### src/hw/rtl/box_average_downsampler_core_defines.svh
// Assertion macros used by the box average downsampler core
`ifndef BOX_AVERAGE_DOWNSAMPLER_CORE_DEFINES_SVH
`define BOX_AVERAGE_DOWNSAMPLER_CORE_DEFINES_SVH

`ifndef SYNTHESIS

// Condition must hold at every clock edge out of reset
`define BXAVG_ASSERT_HOLDS(lbl, clk, rst_n, expr, msg) \
  lbl: assert property (@(posedge clk) disable iff (!rst_n) (expr)) else $error(msg);

// Condition in one cycle implies a consequence in the next
`define BXAVG_ASSERT_NEXT(lbl, clk, rst_n, ante, cons, msg) \
  lbl: assert property (@(posedge clk) disable iff (!rst_n) (ante) |=> (cons)) else $error(msg);

`else

`define BXAVG_ASSERT_HOLDS(lbl, clk, rst_n, expr, msg)
`define BXAVG_ASSERT_NEXT(lbl, clk, rst_n, ante, cons, msg)

`endif

`endif

### src/hw/rtl/bxavg_recip.sv
// Bit-serial divider forming the rounded-up reciprocal of the block area
`timescale 1ns / 1ps
`default_nettype none

module bxavg_recip #(
  parameter int DIV_W = 10,
  parameter int QUO_W = 25
) (
  input  logic             clk,
  input  logic             rst_n,
  input  logic             start,
  input  logic [DIV_W-1:0] divisor,
  output logic             busy,
  output logic [QUO_W-1:0] recip
);

  localparam int SHIFT = QUO_W - 1;
  localparam int CNT_W = $clog2(QUO_W + 1);

  logic [DIV_W-1:0] rem_r;
  logic [QUO_W-1:0] dq_r;
  logic [CNT_W-1:0] cnt_r;
  logic [DIV_W:0]   trial;
  logic             take;
  logic [QUO_W-1:0] dividend;

  // Dividend 2^SHIFT + d - 1 gives the ceiling of 2^SHIFT / d
  assign dividend = (QUO_W'(1) << SHIFT) + QUO_W'(divisor) - QUO_W'(1);

  // Shift in one dividend bit, subtract where it fits
  assign trial = {rem_r, dq_r[QUO_W-1]};
  assign take  = (trial >= {1'b0, divisor});

  always_ff @(posedge clk) begin
    if (!rst_n) begin
      cnt_r <= '0;
    end else if (start) begin
      cnt_r <= CNT_W'(QUO_W);
    end else if (cnt_r != '0) begin
      cnt_r <= cnt_r - CNT_W'(1);
    end
  end

  always_ff @(posedge clk) begin
    if (start) begin
      rem_r <= '0;
      dq_r  <= dividend;
    end else if (cnt_r != '0) begin
      rem_r <= take ? DIV_W'(trial - {1'b0, divisor}) : DIV_W'(trial);
      dq_r  <= {dq_r[QUO_W-2:0], take};
    end
  end

  assign busy  = (cnt_r != '0);
  assign recip = dq_r;

endmodule

`default_nettype wire

### config.mk
export PLATFORM = sky130hd
export DESIGN_NAME = bxavg_recip
export DESIGN_NICKNAME = d
export VERILOG_FILES = /design/src/hw/rtl/box_average_downsampler_core_defines.svh /design/src/hw/rtl/bxavg_recip.sv
export SDC_FILE = /design/constraint.sdc
export NUM_CORES = 1
export LEC_CHECK = 0
export BUFFER_PORTS_ARGS = -buffer_cell sky130_fd_sc_hd__buf_2
export CAP_MARGIN = 20
export CORE_MARGIN = 2
export CORE_UTILIZATION = 61
export DETAILED_ROUTE_END_ITERATION = 6
export PLACE_DENSITY = 0.85
export SLEW_MARGIN = 30
export SYNTH_ARGS = -nofsm -noshare
export SYNTH_HDL_FRONTEND = slang
export SYNTH_SLANG_ARGS = --single-unit
### constraint.sdc
create_clock -name clk -period 3.7 [get_ports clk]
set_input_delay 0.74 -clock clk [delete_from_list [all_inputs] [get_ports clk]]
set_output_delay 0.74 -clock clk [all_outputs]
set_load 0.01 [all_outputs]
Word level (Yosys, flattened, before mapping):

Index checks and enable logic that the tools add are counted.

* add/subtract/negate cells: 4
* multipliers: 0
* div/mod/pow operators: 0
* order comparisons: 1
* equality and inequality tests: 0
* shift-type cells: 0
* muxes and demuxes: 5
* bitwise logic cells: 1
* reductions and logical operators: 3

Operators with widths (count)
* 2-to-1 mux 25 bit: 2
* adder 25 x 10 -> 25 bit, first input constant: 1
* subtractor 25 x 1 -> 25 bit, second input constant: 1
* greater-or-equal comparator 11 x 10 -> 1 bit: 1
* 2-to-1 mux 10 bit: 1
* 2-to-1 mux 5 bit: 2
* subtractor 10 bit: 1
* nonzero test 5 bit: 1
* subtractor 5 x 1 -> 5 bit, second input constant: 1
* nonzero test 2 bit: 1
* OR reduction 2 bit: 1
* inverter 1 bit: 1

* bits in registers: 40
* bits in latches: 0
* bits in writable memories: 0
* ROM bits: 0
* output and inout bits: 26
* logic and storage cells: 18
* memories kept: 0

Longest topological paths before layout:

Gate-level depths: netlist of the first run.

* word-level depth: 3
* depth in mapped cells: 10

Least setup slack after synthesis of the first run:

OpenSTA, ideal clock, no wires.

* path type: input -> register
* from: input divisor[8]
* to: register rem_r[1]
* setup time: 0.086 ns
* data arrival time: 2.440 ns
* slack: 1.175 ns
* stages on the path: 9
* cells stage by stage: inv_1 > ha_1 > a21o_1 > a211o_1 > a41oi_2 > a21oi_2 > buf_6 > mux2i_1 > a211oi_1

* longest elaborated chain between the ends: 2

RTL lines
* from (decl): line bxavg_recip.sv:12 `input logic [DIV_W-1:0] divisor,`
* greater-or-equal comparator 11 x 10 -> 1 bit: line bxavg_recip.sv:32 `assign take = (trial >= {1'b0, divisor});`
* 2-to-1 mux 10 bit: line bxavg_recip.sv:49 `rem_r <= take ? DIV_W'(trial - {1'b0, divisor}) : DIV_W'(trial);`
* to (signal assigned): line bxavg_recip.sv:49
* to (decl): line bxavg_recip.sv:20 `logic [DIV_W-1:0] rem_r;`

Every way passes these cells.
A chain may end at the register's enable or synchronous reset.

Worst setup path in the final report of the first run:

* from: register cnt_r[0]
* to: output busy

* longest elaborated chain between the ends: 1

RTL lines
* from (decl): line bxavg_recip.sv:22 `logic [CNT_W-1:0] cnt_r;`
* from (signal assigned): line bxavg_recip.sv:38 `cnt_r <= CNT_W'(QUO_W);`
* from (signal assigned): line bxavg_recip.sv:40 `cnt_r <= cnt_r - CNT_W'(1);`
* nonzero test 5 bit: line bxavg_recip.sv:54 `assign busy = (cnt_r != '0);`
* to (decl): line bxavg_recip.sv:13 `output logic busy,`

Every way passes these cells.

==> results of run 1 <==
==> synthesized netlist by cell type, drive strengths merged, types with 2 or more instances <==
library cell,instances,area (sq um)
nor2,33,124
inv,32,120
edfxtp,25,751
a21oi,17,88.8
o21ai,16,80.1
dfxtp,15,300
nand2,14,52.6
ha,12,150
xnor2,12,105
a211oi,10,80.1
nor3,8,40.0
mux2i,6,60.1
a21o,5,41.3
buf,5,52.6
nand2b,5,31.3
o21a,5,37.5
a31oi,4,31.3
clkbuf,4,15.0
a311oi,3,26.3
nand3,3,15.0
a211o,2,17.5
a31o,2,17.5
o21bai,2,15.0
o31ai,2,20.0
xor2,2,17.5
==> cells by family after synthesis <==
kind of cell | Yosys count
and+or+nand+nor | 71
DFF | 40
AOI/OAI and AO/OA | 72
buffers and inverters | 41
xor gates and xnor gates | 14
adders and majority gates | 13
muxes | 6
==> layer usage <==
layer | GRT usage, % | share of wire (%) | vias to the layer above
met5 | 0 | 0 | -
met4 | 12.2 | 3.5 | 0
met3 | 5.57 | 3.4 | 15
met2 | 43.3 | 49 | 45
met1 | 30.0 | 44 | 924
li1 | - | - | 986
==> per-stage QoR <==
stage               instances  worst slack, ps  hold slack, ps  util (%)  total power [mW]
CTS                       343              834             514      72.8              1.69
global route              343              666             548      72.8              1.80
detailed placement        335              816             500      69.9              1.34
global placement          335              900             484      69.9              1.32
floorplan                 257             1170             449         -              1.19
finish                    343              792             508      72.8              1.69
==> layout make-up <==
class / count / area (sq um)
Sequential cell: 40 / 1050
Fill cell: 299 / 1010
Multi-Input combinational cell: 176 / 1170
Clock inverter: 2 / 35.0
Inverter: 32 / 120
Timing Repair Buffer: 39 / 198
Clock buffer: 6 / 72.6
Tap cell: 48 / 60.1
==> power by group through the flow <==
stage	clock network, mW	registers [mW]	logic [mW]
global route	0.374	0.656	0.772
global placement	0	0.652	0.664
finish	0.351	0.648	0.689
floorplan	0	0.658	0.527
detailed placement	0	0.656	0.679
CTS	0.355	0.646	0.686
==> worst max-delay path, stage by stage, from the launching register on <==
cell and delay (ps):
dfxtp_1 320, inv_1 80, ha_1 190, nand2_1 70, nor2_1 460, inv_1 480, buf_2 270
==> sequential cells by signal, summed over array words and instances (netlist names) <==
name   flops
cnt_r      5
recip     25
rem_r     10
==> how the worst max path moves through the flow <==
stage	cells after the start	endpoint	slack (ps)	from
after floorplan	9	rem_r[1]	1170	divisor[8]
after CTS	6	busy	830	cnt_r[0]
after global routing	6	busy	670	cnt_r[0]
after global placement	9	recip[0]	900	divisor[8]
after detailed placement	9	rem_r[9]	820	divisor[3]
final	6	busy	790	cnt_r[0]
==> impl_results.md, run 1 <==
- CTS Buf Count: 5
- Final HPWL DP: 3730 microns
- Post-synthesis sequential area ratio: around 44%
- Core Region: roughly 0.0037 sq mm
- Clk root buf: clkbuf_8
- IO Count: 39
- Net Count, Synth: between 200 and 300
- CTS Sinks: 40
- CP Capture Type: primary output
- Synth cell types: 44
- Commonest non-fill, non-tap cells in the layout: buf_2, nor2_1, inv_1, edfxtp_1
- Rel. slew slack: a little under three fifths
- Post-Synth Simple-Gate Area: between 10% and 20%
- # rows: 22
- Post-synth EDFFs: 25
- Dominant synthesized flop cell: edfxtp_1
- XOR/XNOR share of the synthesized area: 5.09%
- Critical Path Fanout Max: 22
- DR vias: a little under 2000
- Die ar.: between 0.004 and 0.005 sq mm
- CP required: 2960 ps
- Largest net degree at the start of global routing: 33
- TritonRoute pass-1 iters: 4
- Clock share of power: 20.8%
- Mux cell area share after synthesis: ~2.5%
- Reg2Reg Setup Slack: approximately 1100 ps
- Setup bufs post-CTS: 0
- Synth Area in Adders: 7.06%
- #FFs+latches synth: 40
- Die Y-Extent: between 60 and 70 microns
- RSZ-0062 raised after global routing: no
- Starting Density: about 65%
- Internal Power: approximately 1.1 mW
- Max Slew Vio Count: 0
- Cell Area, Placed: between 0.002 and 0.003 sq mm
- Post-route cell area: roughly 0.0027 sq mm
- Sw Ratio: a little under two fifths
- Final period util: between 70% and 80%
- CP Class: reg2out
- Port Buf Inserts: 38
- Flop pwr share: 38.4%
- Hold buffer count at cts: 0
- Crit path arrival time: ~2200 ps
- Final wirelength: just over 5000 microns
- Hold Path Stages: 2
- Worst flop-to-flop path endpoint: recip[5]
- Setup TNS: 0 ps
- Ys Warns: 0
- Reg2Reg Depth: 6
- Commonest non-fill, non-tap cell in the layout: buf_2
- Cell Area, Synth: around 0.0024 sq mm
- Share of layout cells above drive strength 1: between 10% and 20%
- Routed Antenna Nets: 0
- Fin nets: 320
- DRC Markers: 0
- First-pass GRT wire length: between 8000 and 9000 microns
- Crit start category: register
- Hold Fails Final Rpt: 0
- Worst reg2reg startpoint: cnt_r[0]
- Area grow syn2layout: 12.4%
- Via count of the first global-routing pass: roughly 1900
- Psw: 0.620 mW
- Fin crit period: between 2000 and 3000 ps
- Setup violations, final: 0
- Vias per cell: roughly 5.7
- Max H-tree Level: 2
- TritonCTS clock tree: built
- Hold endpoint: cnt_r[1]
- Status: completed
- Complex-gate fraction of the synthesized area: approximately a fifth
- Gate count after technology mapping: ~260
- Reg clk slew, reported paths: about 70 ps
- Max VDD drop: 326 uV
- Diodes inserted: 0
- Total GRT Usage: around a quarter
- Max Cap Violations: 0
- Chip Width: approximately 67 microns
- GRT overflow: 0
- DRT iter0 DRCs: approximately 180
- Largest family of logic cells by synthesized area: compound AO/OA/AOI/OAI gates
- Clock Skew: ~6.5 ps
- Min-delay src: cnt_r[1]
- Worst-Margin Slew: approximately 640 ps
- Routability cong.: around 0.88
- Worst skew pair latency: between 200 and 300 ps
- Mean Syn Cell Area: about 9.4 sq um
- LEAKAGE: approximately 1.2 nW
- Routed len/inst: approximately 15 microns
- FMAX: between 300 and 400 MHz
- Clock buffer depth: 2
- Initial antenna violation count: 0
- Comb power frac: between 40% and 50%
- Async SR Flop Fraction: 0%
- P per Cell Area: 624 mW/mm^2
- Worst min path class: reg2reg
- Resize count post-CTS: 0
(Power assumes the default switching activity.)
==> run 2, diff against run 1 <==
CORE_UTILIZATION = 51   (was 61)
PLACE_DENSITY = 0.76   (was 0.85)
clock period = 2.65 ns   (was 3.7 ns; I/O delays follow)
==> run 2 against run 1 <==
Effect of this change: critical path depth grew 4; sequential share of layout area shrank 0.95 points; sequential power grew 38%; global-route usage shrank 5.5 points; core utilization shrank 13 points; first-iteration DRC count shrank 39%; final cell count grew 3.8%; design area grew 2.5%; register-to-register slack lost 820 ps; clock skew grew 3.5 ps; worst setup slack lost 500 ps; non-clock buffer count grew 7; largest cell class unchanged.
==> impl_results.md, run 2 (synthesis gave the netlist of run 1 again) <==
- Status: completed
- Number of fill cells: 411 (+37%)
- Crit path arrival time: 2570 ps (+400 ps)
- Chip Width: 72.7 microns (+8.8%)
- Critical Path Fanout Max: 3 (-86%)
- Grt met1 use: 27.3% (-2.8 points)
- TritonCTS clock tree: built
- Critical path's slowest cell: edfxtp_1
- Max reg flops: 25 (unchanged)
- Routed Antenna Nets: 0 (unchanged)
- Pre-CTS setup slack: 23.4 ps (-792 ps)
- Fin nets: 327 (+2.2%)
- Routed len/inst: 14.0 microns (-4.4%)
- Hold endpoint: rem_r[2]
- Post-layout util: 59.9% (-13 points)
- Commonest non-fill, non-tap cells in the layout: buf_2, nor2_1, inv_1, edfxtp_1
- Rel. slew slack: 61.3% (+4.2 points)
- Final HPWL DP: 3690 microns (-0.90%)
- Max Slew Vio Count: 0 (unchanged)
- Fin crit period: 2360 ps
- Hold Fails Final Rpt: 0 (unchanged)
- Max Cap Violations: 0 (unchanged)
- Worst reg2reg startpoint: recip[24]
- Clock Skew: 9.96 ps (+3.49 ps)
- Fin Hold WS: 489 ps (-19.4 ps)
- Max VDD drop: 331 uV (+1.4%)
- DRC Markers: 0 (unchanged)
- Largest net degree at the start of global routing: 42 (+27%)
- Worst min path class: reg2reg
- Clock buffer depth: 2 (unchanged)
- Vias per cell: 5.53 (-3.8%)
- Hold buffer count at cts: 0 (unchanged)
- Grt peak-use layer: met2
- DR vias: 1967 (-0.15%)
- Min-delay src: rem_r[2]
- Largest stage delay on the critical path: 430 ps (-50 ps)
- RSZ-0062 raised after global routing: no
- Crit start category: register
- Die ar.: 0.00529 sq mm (+18%)
- Final std cells w/o fill: 356 (+3.8%)
- Commonest non-fill, non-tap cell in the layout: buf_2
- IO Count: 39 (unchanged)
- CTS Buf Count: 5 (unchanged)
- FF+latch area: 0.00105 sq mm (unchanged)
- Resize count post-CTS: 0 (unchanged)
- Setup bufs post-CTS: 0 (unchanged)
- Area grow syn2layout: 15.2%
- DRT iter0 DRCs: 113 (-39%)
- CP cell instances: inv_1 -> ha_1 -> inv_1 -> fa_1 -> a211oi_1 -> nor2_1 -> o41ai_1 -> xnor2_1 -> nand2_1 -> a211oi_1
- Max H-tree Level: 2 (unchanged)
- Worst skew pair latency: 300 ps (about the same)
- Total power: 2.40 mW (+42%)
- CTS Sinks: 40 (unchanged)
- Routing usage on met3: 3.45% (-2.1 points)
- # placed instances: 348 (+3.9%)
- Core Region: 0.00463 sq mm (+25%)
- CP Class: reg2reg
- Total GRT Usage: 19.8% (-5.5 points)
- Clk root buf: clkbuf_8
- Post-route cell area: 0.00277 sq mm (+2.5%)
- Share of layout cells above drive strength 1: 21.9% (+2.2 points)
- CP required: 2860 ps (-100 ps)
- Hold Path Stages: 2 (unchanged)
- Reg2Reg Depth: 10 (+4)
- Worst-Margin Slew: 581 ps (-62.7 ps)
- CP Capture Type: register
- Met2 Use GR: 31.4% (-12 points)
- P per Cell Area: 866 mW/mm^2 (+39%)
- First-pass GRT wire length: 8130 microns (-1.6%)
- Reg2Reg Setup Slack: 290 ps (-820 ps)
- Reg clk slew, reported paths: 90 ps (+20 ps)
- Initial antenna violation count: 0 (unchanged)
- Setup TNS: 0 ps (unchanged)
- Final WS setup: 293 ps (-499 ps)
- Setup violations, final: 0 (unchanged)
- Cell Area, Placed: 0.00266 sq mm (+2.3%)
- # rows: 25 (+14%)
- Die Y-Extent: 72.7 microns (+8.8%)
- TritonRoute pass-1 iters: 4 (unchanged)
- Final wirelength: 4990 microns (-0.80%)
- Routability cong.: 0.873 (-0.95%)
- Starting Density: 52.0% (-13 points)
- Port Buf Inserts: 38 (unchanged)
- Area of the multi-input gates: 0.00117 sq mm (unchanged)
- Diodes inserted: 0 (unchanged)
- Worst flop-to-flop path endpoint: rem_r[8]
- GRT overflow: 0 (unchanged)
- LEAKAGE: 1.21 nW (+2.8%)
- Final period util: between 80 and 90%
- FMAX: between 400 and 500 MHz
- Via count of the first global-routing pass: 1779 (-5.3%)
-- run 2: cell types whose count changed in the layout (fill, tap and decap cells not counted) --
cell        delta
clkbuf_1       -1
buf_4          +7
clkinvlp_4     +1
clkinv_2       -1
inv_6          +1
-- run 2: layout make-up --
class / instances / share of cell area [%]
clock buffer: 5 / 2.48
multi-input combinational: 176 / 42.2
timing repair buffer: 46 / 9.02
inverter: 32 / 4.33
tap: 54 / 2.44
sequential: 40 / 37.9
clock inverter: 3 / 1.67
-- run 2: metal layers --
metal / wire [microns] / vias up
li1: - / 999
met1: 2400 / 921
met2: 2330 / 40
met3: 184 / 7
met4: 74 / 0
met5: 0 / -
-- run 2: power by group --
group          switching [mW]  internal [mW]  total (mW)
combinational           0.554          0.442       0.996
clock                   0.229          0.284       0.513
sequential             0.0896          0.804       0.894
total                   0.873           1.53        2.40
-- run 2: how the worst max path moves through the flow --
stage / start / endpoint / depth (start not counted)
after floorplan: divisor[8] / rem_r[1] / 9
after global placement: divisor[4] / rem_r[4] / 9
after detailed placement: divisor[4] / rem_r[5] / 9
after CTS: recip[24] / rem_r[8] / 10
after global routing: recip[24] / rem_r[8] / 10
final: recip[24] / rem_r[8] / 10
-- run 2: critical path, delay by kind of cell, from the launching register on --
kind | cells | cell delay, ps
flip-flops | 1 | 430
XOR/XNOR | 1 | 160
adder cells (fa/ha/maj) | 2 | 570
AO/OA/AOI/OAI | 3 | 810
buffers and inverters | 2 | 130
AND/OR/NAND/NOR | 2 | 170
