## src/hw/rtl/box_average_downsampler_core_defines.svh

```systemverilog
// Assertion macros used by the box average downsampler core
`ifndef BOX_AVERAGE_DOWNSAMPLER_CORE_DEFINES_SVH
`define BOX_AVERAGE_DOWNSAMPLER_CORE_DEFINES_SVH

`ifndef SYNTHESIS

// Condition must hold at every clock edge out of reset
`define BXAVG_ASSERT_HOLDS(lbl, clk, rst_n, expr, msg) \
  lbl: assert property (@(posedge clk) disable iff (!rst_n) (expr)) else $error(msg);

// Condition in one cycle implies a consequence in the next
`define BXAVG_ASSERT_NEXT(lbl, clk, rst_n, ante, cons, msg) \
  lbl: assert property (@(posedge clk) disable iff (!rst_n) (ante) |=> (cons)) else $error(msg);

`else

`define BXAVG_ASSERT_HOLDS(lbl, clk, rst_n, expr, msg)
`define BXAVG_ASSERT_NEXT(lbl, clk, rst_n, ante, cons, msg)

`endif

`endif

```

## src/hw/rtl/bxavg_pkg.sv

```systemverilog
// Shared types and constants of the box average downsampler
`timescale 1ns / 1ps
`default_nettype none

package bxavg_pkg;

  // Field and register widths
  localparam int PIX_W      = 8;
  localparam int BF_W       = 5;
  localparam int DIM_REG_W  = 11;
  localparam int CFG_IDX_W  = 2;
  localparam int CFG_DATA_W = 11;
  localparam int N_CH       = 3;

  // Defaults of the top level parameters
  localparam int DEFAULT_MAX_WIDTH  = 1024;
  localparam int DEFAULT_MAX_FACTOR = 16;

  // Depth of the result queue
  localparam int FIFO_DEPTH = 8;

  // Register values after reset
  localparam logic [BF_W-1:0]      RST_BLOCK_FACTOR = 5'd2;
  localparam logic [DIM_REG_W-1:0] RST_FRAME_WIDTH  = 11'd640;
  localparam logic [DIM_REG_W-1:0] RST_FRAME_HEIGHT = 11'd480;

  // Register indexes of the configuration port
  typedef enum logic [CFG_IDX_W-1:0] {
    REG_BLOCK_FACTOR = 2'd0,
    REG_FRAME_WIDTH  = 2'd1,
    REG_FRAME_HEIGHT = 2'd2
  } cfg_reg_t;

  // One result item
  typedef struct packed {
    logic [PIX_W-1:0] red;
    logic [PIX_W-1:0] green;
    logic [PIX_W-1:0] blue;
    logic             eof;
  } out_item_t;

endpackage

`default_nettype wire

```

## src/hw/rtl/bxavg_out_fifo.sv

```systemverilog
// Result queue between the datapath and the output channel
`timescale 1ns / 1ps
`default_nettype none

module bxavg_out_fifo #(
  parameter int DEPTH = bxavg_pkg::FIFO_DEPTH
) (
  input  logic                       clk,
  input  logic                       rst_n,
  input  logic                       push,
  input  bxavg_pkg::out_item_t       push_item,
  input  logic                       pop,
  output logic                       valid,
  output bxavg_pkg::out_item_t       item,
  output logic [$clog2(DEPTH+1)-1:0] count
);

  import bxavg_pkg::*;

  localparam int PTR_W = $clog2(DEPTH);
  localparam int CNT_W = $clog2(DEPTH + 1);

  out_item_t        slots [DEPTH];
  logic [PTR_W-1:0] wr_ptr_r;
  logic [PTR_W-1:0] rd_ptr_r;
  logic [CNT_W-1:0] count_r;
  logic             do_pop;

  assign valid  = (count_r != '0);
  assign item   = slots[rd_ptr_r];
  assign count  = count_r;
  assign do_pop = pop && valid;

  // Advance pointers and fill level
  always_ff @(posedge clk) begin
    if (!rst_n) begin
      wr_ptr_r <= '0;
      rd_ptr_r <= '0;
      count_r  <= '0;
    end else begin
      if (push) begin
        wr_ptr_r <= (wr_ptr_r == PTR_W'(DEPTH - 1)) ? '0 : wr_ptr_r + PTR_W'(1);
      end
      if (do_pop) begin
        rd_ptr_r <= (rd_ptr_r == PTR_W'(DEPTH - 1)) ? '0 : rd_ptr_r + PTR_W'(1);
      end
      if (push && !do_pop) begin
        count_r <= count_r + CNT_W'(1);
      end else if (!push && do_pop) begin
        count_r <= count_r - CNT_W'(1);
      end
    end
  end

  // Store the pushed item
  always_ff @(posedge clk) begin
    if (push) begin
      slots[wr_ptr_r] <= push_item;
    end
  end

endmodule

`default_nettype wire
```

## config.mk

```make
export PLATFORM = sky130hd
export DESIGN_NAME = bxavg_out_fifo
export DESIGN_NICKNAME = d
export VERILOG_FILES = /design/src/hw/rtl/box_average_downsampler_core_defines.svh /design/src/hw/rtl/bxavg_pkg.sv /design/src/hw/rtl/bxavg_out_fifo.sv
export SDC_FILE = /design/constraint.sdc
export NUM_CORES = 1
export LEC_CHECK = 0
export BUFFER_PORTS_ARGS = -buffer_cell sky130_fd_sc_hd__buf_2
export CAP_MARGIN = 40
export CORE_ASPECT_RATIO = 0.75
export CORE_MARGIN = 4
export CORE_UTILIZATION = 45
export CTS_CLUSTER_DIAMETER = 80
export CTS_CLUSTER_SIZE = 8
export DETAILED_ROUTE_END_ITERATION = 16
export GPL_TIMING_DRIVEN = 0
export HOLD_SLACK_MARGIN = 0.1
export PLACE_DENSITY = 0.67
export SYNTH_ARGS = -nofsm -noshare
export SYNTH_HDL_FRONTEND = slang
export SYNTH_SLANG_ARGS = --single-unit
```

## constraint.sdc

```tcl
create_clock -name clk -period 4.4 [get_ports clk]
set_input_delay 1.32 -clock clk [delete_from_list [all_inputs] [get_ports clk]]
set_output_delay 1.32 -clock clk [all_outputs]
set_load 0.01 [all_outputs]
```

Word-level counts from Yosys, hierarchy flattened --
Memory sizes are Yosys's and may differ from the RTL's. A register that Yosys moved wholly into a read port is not among the register bits. Index checks and enable logic that the tools add are counted.
Cells by class: eq/ne operators 2, add/subtract/negate cells 4, multiplexer cells 8, div/mod/pow operators 0, reductions and logical operators 7, multipliers 0, shifts and indexed selects 0, bitwise operators 0, $lt $le $gt $ge 0
Operators by type and width (number):
- 2-to-1 mux 3 bit | 4
- 2-to-1 mux 4 bit | 2
- adder 3 x 1 -> 3 bit, second input constant | 2
- == test 3 bit, second input constant | 2
- adder 4 x 1 -> 4 bit, second input constant | 1
- nonzero test 4 bit | 1
- subtractor 4 x 1 -> 4 bit, second input constant | 1
- logical AND 1 bit | 3
- zero test 1 bit | 2
- 2-to-1 mux 1 bit | 2
- nonzero test 2 bit | 1
Word-level totals: RAM bits 200, bits in read-only memories 0, bits in latches 0, flip-flop bits (word level) 10, output and inout port bits 30, memories 1
Memory list:
- slots | words 8, width 25, rd ports 1, clocked after memory_dff 1, wr ports 1, RTL line bxavg_out_fifo.sv:23 | out_item_t slots [DEPTH];

Depth between registers and ports, before layout --
Gate-level depths: netlist (run 1).
depth in word-level cells 5, gate-level depth with buffers 9, gate-level depth less buffers 9

Worst setup path after synthesis (run 1) --
Ideal clock, no wire load.
path kind in2reg, start input port push, end memory slots[0][0] (netlist name), enable pin, required time 3962 ps, data arrival time 3162 ps, library setup time 438 ps, path slack 799 ps, stages on the path 2, path through nand2b_1 -> nor3_1
Between the ends: word-level cells in the longest chain between the ends 2
RTL lines:
- from (decl) | RTL line bxavg_out_fifo.sv:10 | input logic push,
- 2-to-1 mux 1 bit | RTL line bxavg_out_fifo.sv:57 | if (push) begin
- 2-to-1 mux 1 bit (implied by the code) | RTL line bxavg_out_fifo.sv:58 | slots[wr_ptr_r] <= push_item;
- to (decl) | RTL line bxavg_out_fifo.sv:23
No other way between the ends.

==> results of run 1 <==
-- cell usage in the layout (no fill, tap or decap), drive strengths merged --
master,n
a21boi,3
dfxtp,13
nor2b,2
mux2,25
fa,1
a211oi,1
nor3,2
nand2,10
o22ai,1
nand3,2
nor2,7
buf,83
xnor2,2
or4,1
inv,2
a31oi,1
clkinv,1
nand4b,1
ha,7
nand2b,4
mux4,50
or3,1
and2,4
a21oi,1
o21ai,2
edfxtp,200
mux2i,3
clkbuf,47
-- how the worst min path moves through the flow --
stage / depth (start not counted) / slack [ns] / end
3_5_place_dp: 2 / 0.50 / rd_ptr_r[2]
6_report: 2 / 0.50 / flop
3_3_place_gp: 2 / 0.48 / count[3]
2_1_floorplan: 2 / 0.46 / flop
5_1_grt: 2 / 0.55 / flop
4_1_cts: 2 / 0.51 / flop
-- sequential cells by signal, summed over array words and instances, names as in the netlist, named ones only --
register  cells
count         4
slots       200
rd_ptr_r      3
wr_ptr_r      3
-- stage by stage --
stage / utilization [%] / instance area [um2]
floorplan: - / 8370
global placement: 50.0 / 8960
detailed placement: 51.5 / 9220
CTS: 56.1 / 10000
global route: 56.1 / 10000
finish: 56.1 / 10000
-- kinds of logic after synthesis --
kind of cell	after synthesis	synth area share (%)
muxes	78	19.4
DFF	213	74.9
xor gates and xnor gates	2	0.209
AOI/OAI and AO/OA	9	0.688
and+or+nand+nor	34	2.06
adders and majority gates	8	1.29
buffers and inverters	19	1.42
-- worst max-delay path, stage by stage (launching register included) --
cell	delay (ns)
sky130_fd_sc_hd__dfxtp_1	0.30
sky130_fd_sc_hd__clkbuf_1	0.40
sky130_fd_sc_hd__clkbuf_1	0.67
sky130_fd_sc_hd__mux2_2	0.45
sky130_fd_sc_hd__buf_2	0.15
-- power by group --
group / internal (W) / switching [W]
clock: 0.00126 / 0.000739
combinational: 0.000454 / 0.000425
sequential: 0.00229 / 0.0000356
-- per-layer routing --
| layer | share of wire (%) | vias to the layer above | routed length, um | global-route usage (%) |
|---|---|---|---|---|
| li1 | - | 1763 | - | - |
| met1 | 46 | 2043 | 7270 | 21.6 |
| met2 | 48 | 81 | 7520 | 24.8 |
| met3 | 4.4 | 21 | 689 | 3.76 |
| met4 | 1.3 | 2 | 212 | 3.01 |
| met5 | 0.083 | - | 13 | 0 |
-- layout make-up --
| cell class | count | area share (%) |
|---|---|---|
| flip-flops and latches | 213 | 62.4 |
| well taps | 242 | 3.01 |
| inverters | 2 | 0.0747 |
| plain buffers | 17 | 1.11 |
| clock inverters | 1 | 0.0498 |
| clock buffers | 43 | 8.17 |
| multi-input cells | 131 | 20.3 |
| repair buffers | 70 | 4.98 |
==> run summary, run 1 <==
=======================================================================================
Fill count                                                                         1363
Period utilization                                                                86.6%
Final Instance Count excl. Fillers                                                  719
Result of the run                                                          complete, no violations
Overall power after layout                                                    0.00520 W
RSZ-0062 raised after global routing                                              false
Worst max-slew margin expressed relative to the limit                             46.4%
Port buffer count                                                                    58
Most used standard cell by instance count after synthesis                  sky130_fd_sc_hd__edfxtp_1
Die ar.                                                                       20900 um2
Clock-pin slew on the worst setup and hold paths                                0.05 ns
Fin worst setup slack                                                          0.588 ns
Die Y-Extent                                                                     126 um
Top cells by instance count after synthesis                                sky130_fd_sc_hd__edfxtp_1, sky130_fd_sc_hd__mux4_1, sky130_fd_sc_hd__mux2_2
Number of antenna violations at the first check in global routing                     1
Net count of the mapped netlist                                                     400
Areal power density over the cells                                           517 nW/um2
Cell leakage power                                                              3.41 nW
Sum of overflow across all layers after global routing                                0
Initial core utilization                                                          46.7%
Slew of the pin with the lowest slew margin                                    0.804 ns
Fraction of final layout cells with drive strength greater than 1                 30.2%
Arrival time of the worst setup path                                            2.49 ns
Number of enable-type register cells in the synthesized netlist                     200
Number of distinct standard cells referenced by the synthesized netlist              29
Kind of end point of the critical path                                     primary output
TritonCTS clock tree                                                               done
Worst vdd ir                                                                 0.000232 V
Hold buffers post-CTS                                                                 0
Detail Placement HPWL                                                          10100 um
CTS Buf Count                                                                        30
Post-synth top flop                                                        sky130_fd_sc_hd__edfxtp_1
Number of buffers added for setup after CTS                                           0
Hold crit path type                                                        flop to flop
Global-route wire length before repair                                         24000 um
Width of the chip                                                                165 um
GP Congestion                                                                     0.673
Latest clock arrival within the worst-skew pair                                 0.52 ns
Source of the worst register-to-register timing path                           count[1]
Number of violations of the max-capacitance limit                                     0
Synth area leader                                                          sky130_fd_sc_hd__edfxtp_1
Remaining DRCs                                                                        0
Reg2Reg Depth                                                                         9
Count of yosys warnings during synthesis                                              0
Largest cells by area after synthesis                                      sky130_fd_sc_hd__edfxtp_1, sky130_fd_sc_hd__mux4_1, sky130_fd_sc_hd__mux2_2
Setup slack after placement                                                     1.09 ns
Layout overhead on the synthesized area                                           20.1%
Number of cells in the design after placement                                       675
Hold Worst Slack                                                               0.503 ns
Number of gates resized after cts                                                     0
Mean routed wirelength per cell                                                 21.8 um
Seq/Total Area, Yosys                                                             74.9%
Hold Path Origin                                                            rd_ptr_r[2]
Post-Syn Instances                                                                  363
Endpoint required time on the critical path                                     3.08 ns
Average size of a mapped cell                                                  23.0 um2
Number of violations reported at the end of detailed-routing iteration 0            299
Layout Nets                                                                         502
Kind of start point of the critical path                                           flop
Setup violators final                                                                 0
Initial DRT Pass Iterations                                                           4
Crit path time final                                                            3.81 ns
Number of top-level pins                                                             59
Vias per std cell                                                                  5.44
Diode insertion count for antenna repair                                              0
Number of storage elements in the synthesis netlist                                 213
Area used by sequential logic in the layout                                    6270 um2
Number of rows created at floorplan                                                  42
Maximum number of buffers from clock root to sink                                     3
Largest clock skew in the final design                                        0.0120 ns
Accumulated negative setup slack                                                   0 ns
Endpoint of the lowest-slack register-to-register path                         count[3]
CTS root buf                                                               sky130_fd_sc_hd__clkbuf_16
TritonCTS sink count                                                                213
Fraction of post-synthesis cell area in the top cell type by area                 71.8%
Via count of the first global-routing pass                                         4214
Number of pins exceeding their max-slew limit in the final report                     0
Vias after detailed routing                                                        3910
Core footprint                                                                17900 um2
Worst Setup Path Type                                                      flop to primary output
Reg-to-reg setup timing slack                                                   1.89 ns
Area used by multi-input combinational logic                                   2040 um2
Share of async-settable or async-resettable flops after synthesis                    0%
Maximum clock rate                                                            0.262 GHz
Maximum level of the CTS H-tree                                                       1
Post-synthesis cell area                                                       8370 um2
Maximum number of pins on one net before global-route repair                         20
Max Fanout on Critical Path                                                          10
Overall Global Routing Usage                                                      15.3%
Critical path destination                                                      item[15]
Post-detailed-route count of antenna-violating nets                                   0
Total wirelength of the detailed-routed design                                 15700 um
Final Hold Fails                                                                      0
=======================================================================================
(Power assumes the default switching activity.)
==> run 2: changes to the inputs <==
--- a/config.mk
+++ b/config.mk
@@ -5,6 +5,7 @@
 export SDC_FILE = /design/constraint.sdc
 export NUM_CORES = 1
 export LEC_CHECK = 0
+export ABC_AREA = 1
 export BUFFER_PORTS_ARGS = -buffer_cell sky130_fd_sc_hd__buf_2
 export CAP_MARGIN = 40
 export CORE_ASPECT_RATIO = 0.75
==> run 2 against run 1 <==
  * Clock skew is 0.0011 ns lower
  * Register-to-register slack gained 0.39 ns
  * Worst hold slack got worse by 0.024 ns
  * Fmax grew 11%
  * Worst setup slack improved by 0.39 ns
  * Die area rose by 3.5%
  * Total power rose by 8.4%
  * Utilization is 1.5 points lower
  * Sequential cell count is the same
  * Synthesized cell count up 110%
  * Critical path depth grew 3
  * Critical path type unchanged
==> run summary, run 2 <==
=======================================================================================
Number of gates resized after cts                                                     0   unchanged
Hold Worst Slack                                                               0.479 ns   was 0.503 ns
Highest-count cells in the layout ignoring fill and taps                   sky130_fd_sc_hd__nor2_1, sky130_fd_sc_hd__edfxtp_1, sky130_fd_sc_hd__nand2_1, sky130_fd_sc_hd__buf_2, sky130_fd_sc_hd__o21ai_0   was sky130_fd_sc_hd__edfxtp_1, sky130_fd_sc_hd__buf_2, sky130_fd_sc_hd__mux4_1, sky130_fd_sc_hd__clkbuf_16, sky130_fd_sc_hd__mux2_2
Number of rows created at floorplan                                                  43   was 42
CTS root buf                                                               sky130_fd_sc_hd__clkbuf_16   unchanged
CP max stage cell                                                          sky130_fd_sc_hd__clkbuf_1   unchanged
Power share of the clock group                                                    36.0%   was 38.4%
Kind of start point of the critical path                                           flop   unchanged
Result of the run                                                          complete, no violations   unchanged
Share of async-settable or async-resettable flops after synthesis                    0%   unchanged
Initial DRT Pass Iterations                                                           5   was 4
Maximum number of buffers from clock root to sink                                     3   unchanged
Layout overhead on the synthesized area                                           17.8%   was 20.1%
CTS Buf Count                                                                        30   unchanged
Seq/Total Area, Yosys                                                             72.2%   was 74.9%
Arrival time of the worst setup path                                            2.10 ns   was 2.49 ns
Final Hold Fails                                                                      0   unchanged
Xor/xnor cell area share of the yosys netlist                                    0.101%   was 0.209%
Max Fanout on Critical Path                                                          10   unchanged
Post-Route Utilization                                                            54.6%   was 56.1%
Total net switching power                                                     0.00163 W   was 0.00120 W
Total wirelength of the detailed-routed design                                 19100 um   was 15700 um
Period utilization                                                                77.8%   was 86.6%
Maximum level of the CTS H-tree                                                       1   unchanged
Largest incremental delay on the critical path                                  0.46 ns   was 0.67 ns
Number of enable-type register cells in the synthesized netlist                     200   unchanged
Kind of end point of the critical path                                     primary output   unchanged
Fraction of post-synthesis cell area in the top cell type by area                 69.2%   was 71.8%
Vias after detailed routing                                                        5654   was 3910
Sum of overflow across all layers after global routing                                0   unchanged
Detail Placement HPWL                                                          12300 um   was 10100 um
Comb pwr share                                                                    22.5%   was 16.9%
Reg2Reg Depth                                                                        11   was 9
Core footprint                                                                18700 um2   was 17900 um2
Maximum clock rate                                                            0.292 GHz   was 0.262 GHz
Hold crit path type                                                        flop to flop   unchanged
Layout Nets                                                                         889   was 502
Areal power density over the cells                                           552 nW/um2   was 517 nW/um2
WP buf/inv                                                                            3   unchanged
Worst Setup Path Type                                                      flop to primary output   unchanged
Number of buffers added for setup after CTS                                           0   unchanged
Largest register FFs                                                                200   unchanged
TritonCTS clock tree                                                               done   unchanged
Number of pins exceeding their max-slew limit in the final report                     0   unchanged
RSZ-0062 raised after global routing                                              false   unchanged
Latest clock arrival within the worst-skew pair                                 0.53 ns   was 0.52 ns
Most used standard cell by instance count after synthesis                  sky130_fd_sc_hd__nor2_1   was sky130_fd_sc_hd__edfxtp_1
Simple-gate share of the synthesized area                                         16.1%   was 2.06%
Initial core utilization                                                          46.3%   was 46.7%
TritonCTS sink count                                                                213   unchanged
Cell type with the highest occurrence count on the critical path           sky130_fd_sc_hd__nand2_1   was sky130_fd_sc_hd__clkbuf_1
Cell leakage power                                                              3.89 nW   was 3.41 nW
Clock-pin slew on the worst setup and hold paths                                0.05 ns   about the same
Share of cell area taken by muxes after synthesis                                    0%   was 19.4%
Global-route wire length before repair                                         29900 um   was 24000 um
Largest cells by area after synthesis                                      sky130_fd_sc_hd__edfxtp_1, sky130_fd_sc_hd__nor2_1, sky130_fd_sc_hd__nand2_1   was sky130_fd_sc_hd__edfxtp_1, sky130_fd_sc_hd__mux4_1, sky130_fd_sc_hd__mux2_2
Mean routed wirelength per cell                                                 17.2 um   was 21.8 um
Overall Global Routing Usage                                                      17.5%   was 15.3%
Most common cell after layout, fill and taps aside                         sky130_fd_sc_hd__nor2_1   was sky130_fd_sc_hd__edfxtp_1
Number of top-level pins                                                             59   unchanged
Maximum number of pins on one net before global-route repair                         26   was 20
Vias per std cell                                                                  5.09   was 5.44
Share of total power in sequential cells                                          41.5%   was 44.7%
Crit path time final                                                            3.42 ns   was 3.81 ns
Register containing the most flip-flops in the final layout                       slots   unchanged
Average size of a mapped cell                                                  11.4 um2   was 23.0 um2
Post-detailed-route count of antenna-violating nets                                   0   unchanged
Remaining DRCs                                                                        0   unchanged
Width of the chip                                                                168 um   was 165 um
Hold buffers post-CTS                                                                 0   unchanged
Main combinational cell family by area after synthesis                     simple AND/OR/NAND/NOR gates   was multiplexers
Largest clock skew in the final design                                        0.0109 ns   was 0.0120 ns
Port buffer count                                                                    58   unchanged
Top cells by instance count after synthesis                                sky130_fd_sc_hd__nor2_1, sky130_fd_sc_hd__edfxtp_1, sky130_fd_sc_hd__nand2_1   was sky130_fd_sc_hd__edfxtp_1, sky130_fd_sc_hd__mux4_1, sky130_fd_sc_hd__mux2_2
Synth area leader                                                          sky130_fd_sc_hd__edfxtp_1   unchanged
Fraction of final layout cells with drive strength greater than 1                 15.7%   was 30.2%
Net count of the mapped netlist                                                     795   was 400
Area share of fa/ha/maj cells after synthesis                                     1.24%   was 1.29%
Slew of the pin with the lowest slew margin                                    0.899 ns   was 0.804 ns
Number of distinct standard cells referenced by the synthesized netlist              21   was 29
Worst vdd ir                                                                 0.000289 V   was 0.000232 V
Setup violators final                                                                 0   unchanged
Worst hold stages                                                                     2   unchanged
Accumulated negative setup slack                                                   0 ns   unchanged
Endpoint required time on the critical path                                     3.08 ns   about the same
Post-synth top flop                                                        sky130_fd_sc_hd__edfxtp_1   unchanged
Number of antenna violations at the first check in global routing                     1   unchanged
Int Power                                                                     0.00400 W   about the same
Count of yosys warnings during synthesis                                              0   unchanged
Number of violations of the max-capacitance limit                                     0   unchanged
Number of violations reported at the end of detailed-routing iteration 0            495   was 299
Die ar.                                                                       21600 um2   was 20900 um2
Diode insertion count for antenna repair                                              0   unchanged
Kind of cell adding the most delay to the critical path                    buffers and inverters   unchanged
Post-Syn Instances                                                                  758   was 363
Crit. path cell count                                                                 7   was 4
Area fraction in compound gates after synthesis                                   6.46%   was 0.688%
Via count of the first global-routing pass                                         5507   was 4214
Fill count                                                                         1568   was 1363
Worst max-slew margin expressed relative to the limit                             39.9%   was 46.4%
Switching portion of total power                                                  29.0%   was 23.1%
Die Y-Extent                                                                     128 um   was 126 um
Cell chain of the critical path                                            inv_2 -> clkbuf_1 -> o21ai_0 -> nand2_1 -> nand2_1 -> nand2_1 -> buf_2   was clkbuf_1 -> clkbuf_1 -> mux2_2 -> buf_2
GP Congestion                                                                     0.800   was 0.673
Post-synthesis cell area                                                       8680 um2   was 8370 um2
Number of storage elements in the synthesis netlist                                 213   unchanged
=======================================================================================
run 2: cell types whose count changed after synthesis, moves of 5 or more:
cell                      previous run  this run
sky130_fd_sc_hd__nor2_1              7       216
sky130_fd_sc_hd__nand2_1            10       146
sky130_fd_sc_hd__o21ai_0             2        69
sky130_fd_sc_hd__mux4_1             50         0
sky130_fd_sc_hd__o21ai_1             0        35
sky130_fd_sc_hd__mux2_2             25         0
sky130_fd_sc_hd__inv_1               2        14
sky130_fd_sc_hd__buf_2               2        12
sky130_fd_sc_hd__a21oi_1             1         8
sky130_fd_sc_hd__nand3_1             2         7
run 2: cell families after synthesis:
logic type               after synthesis
adder cells (fa/ha/maj)                8
buffers and inverters                 54
flip-flops                           213
AND/OR/NAND/NOR                      370
AO/OA/AOI/OAI                        112
XOR/XNOR                               1
run 2: power groups by stage:
stage                     clock network (W)  logic (W)  registers [W]
after floorplan                           0   0.000824        0.00238
after global placement                    0    0.00123        0.00238
after detailed placement                  0    0.00127        0.00238
after CTS                           0.00206    0.00128        0.00234
after global routing                0.00216    0.00143        0.00235
final                               0.00203    0.00127        0.00234
run 2: stage by stage:
step                      total power [W]  setup WS [ns]  cells  instance area [um2]
after floorplan                   0.00320           1.48    758                 8680
after global placement            0.00361          0.419   1063                 9280
after detailed placement          0.00365           1.42   1067                 9390
after CTS                         0.00568          0.965   1111                10200
after global routing              0.00594          0.819   1111                10200
final                             0.00564          0.979   1111                10200
run 2: area by class of cell:
| cell class | count | area [um2] | area share, % |
|---|---|---|---|
| Sequential cell | 213 | 6270 | 61.3 |
| Multi-Input combinational cell | 491 | 2120 | 20.8 |
| Clock buffer | 43 | 821 | 8.03 |
| Timing Repair Buffer | 62 | 363 | 3.55 |
| Tap cell | 247 | 309 | 3.02 |
| Buffer | 37 | 269 | 2.63 |
| Inverter | 17 | 63.8 | 0.624 |
| Clock inverter | 1 | 5.00 | 0.0490 |
run 2: worst paths after layout:
kind	startpoint	endpoint	slack [ns]
setup reg to reg	count[0]	count[3]	2.28
hold reg to reg	rd_ptr_r[2]	flop	0.48
setup / recovery	flop	item[0]	0.98
hold / removal	rd_ptr_r[2]	flop	0.48
run 2: metal layers:
metal  up-vias  part of all wire [%]  track usage (%)
li1       2762                     -                -
met1      2723                    48             26.0
met2       136                    45             27.4
met3        31                   5.7             3.33
met4         2                   1.2             3.20
met5         -                 0.037                0
run 2: tightest hold or removal path, stage by stage (launching register included):
cell	delay (ns)
sky130_fd_sc_hd__dfxtp_1	0.30
sky130_fd_sc_hd__nand2_1	0.06
sky130_fd_sc_hd__a21oi_1	0.06
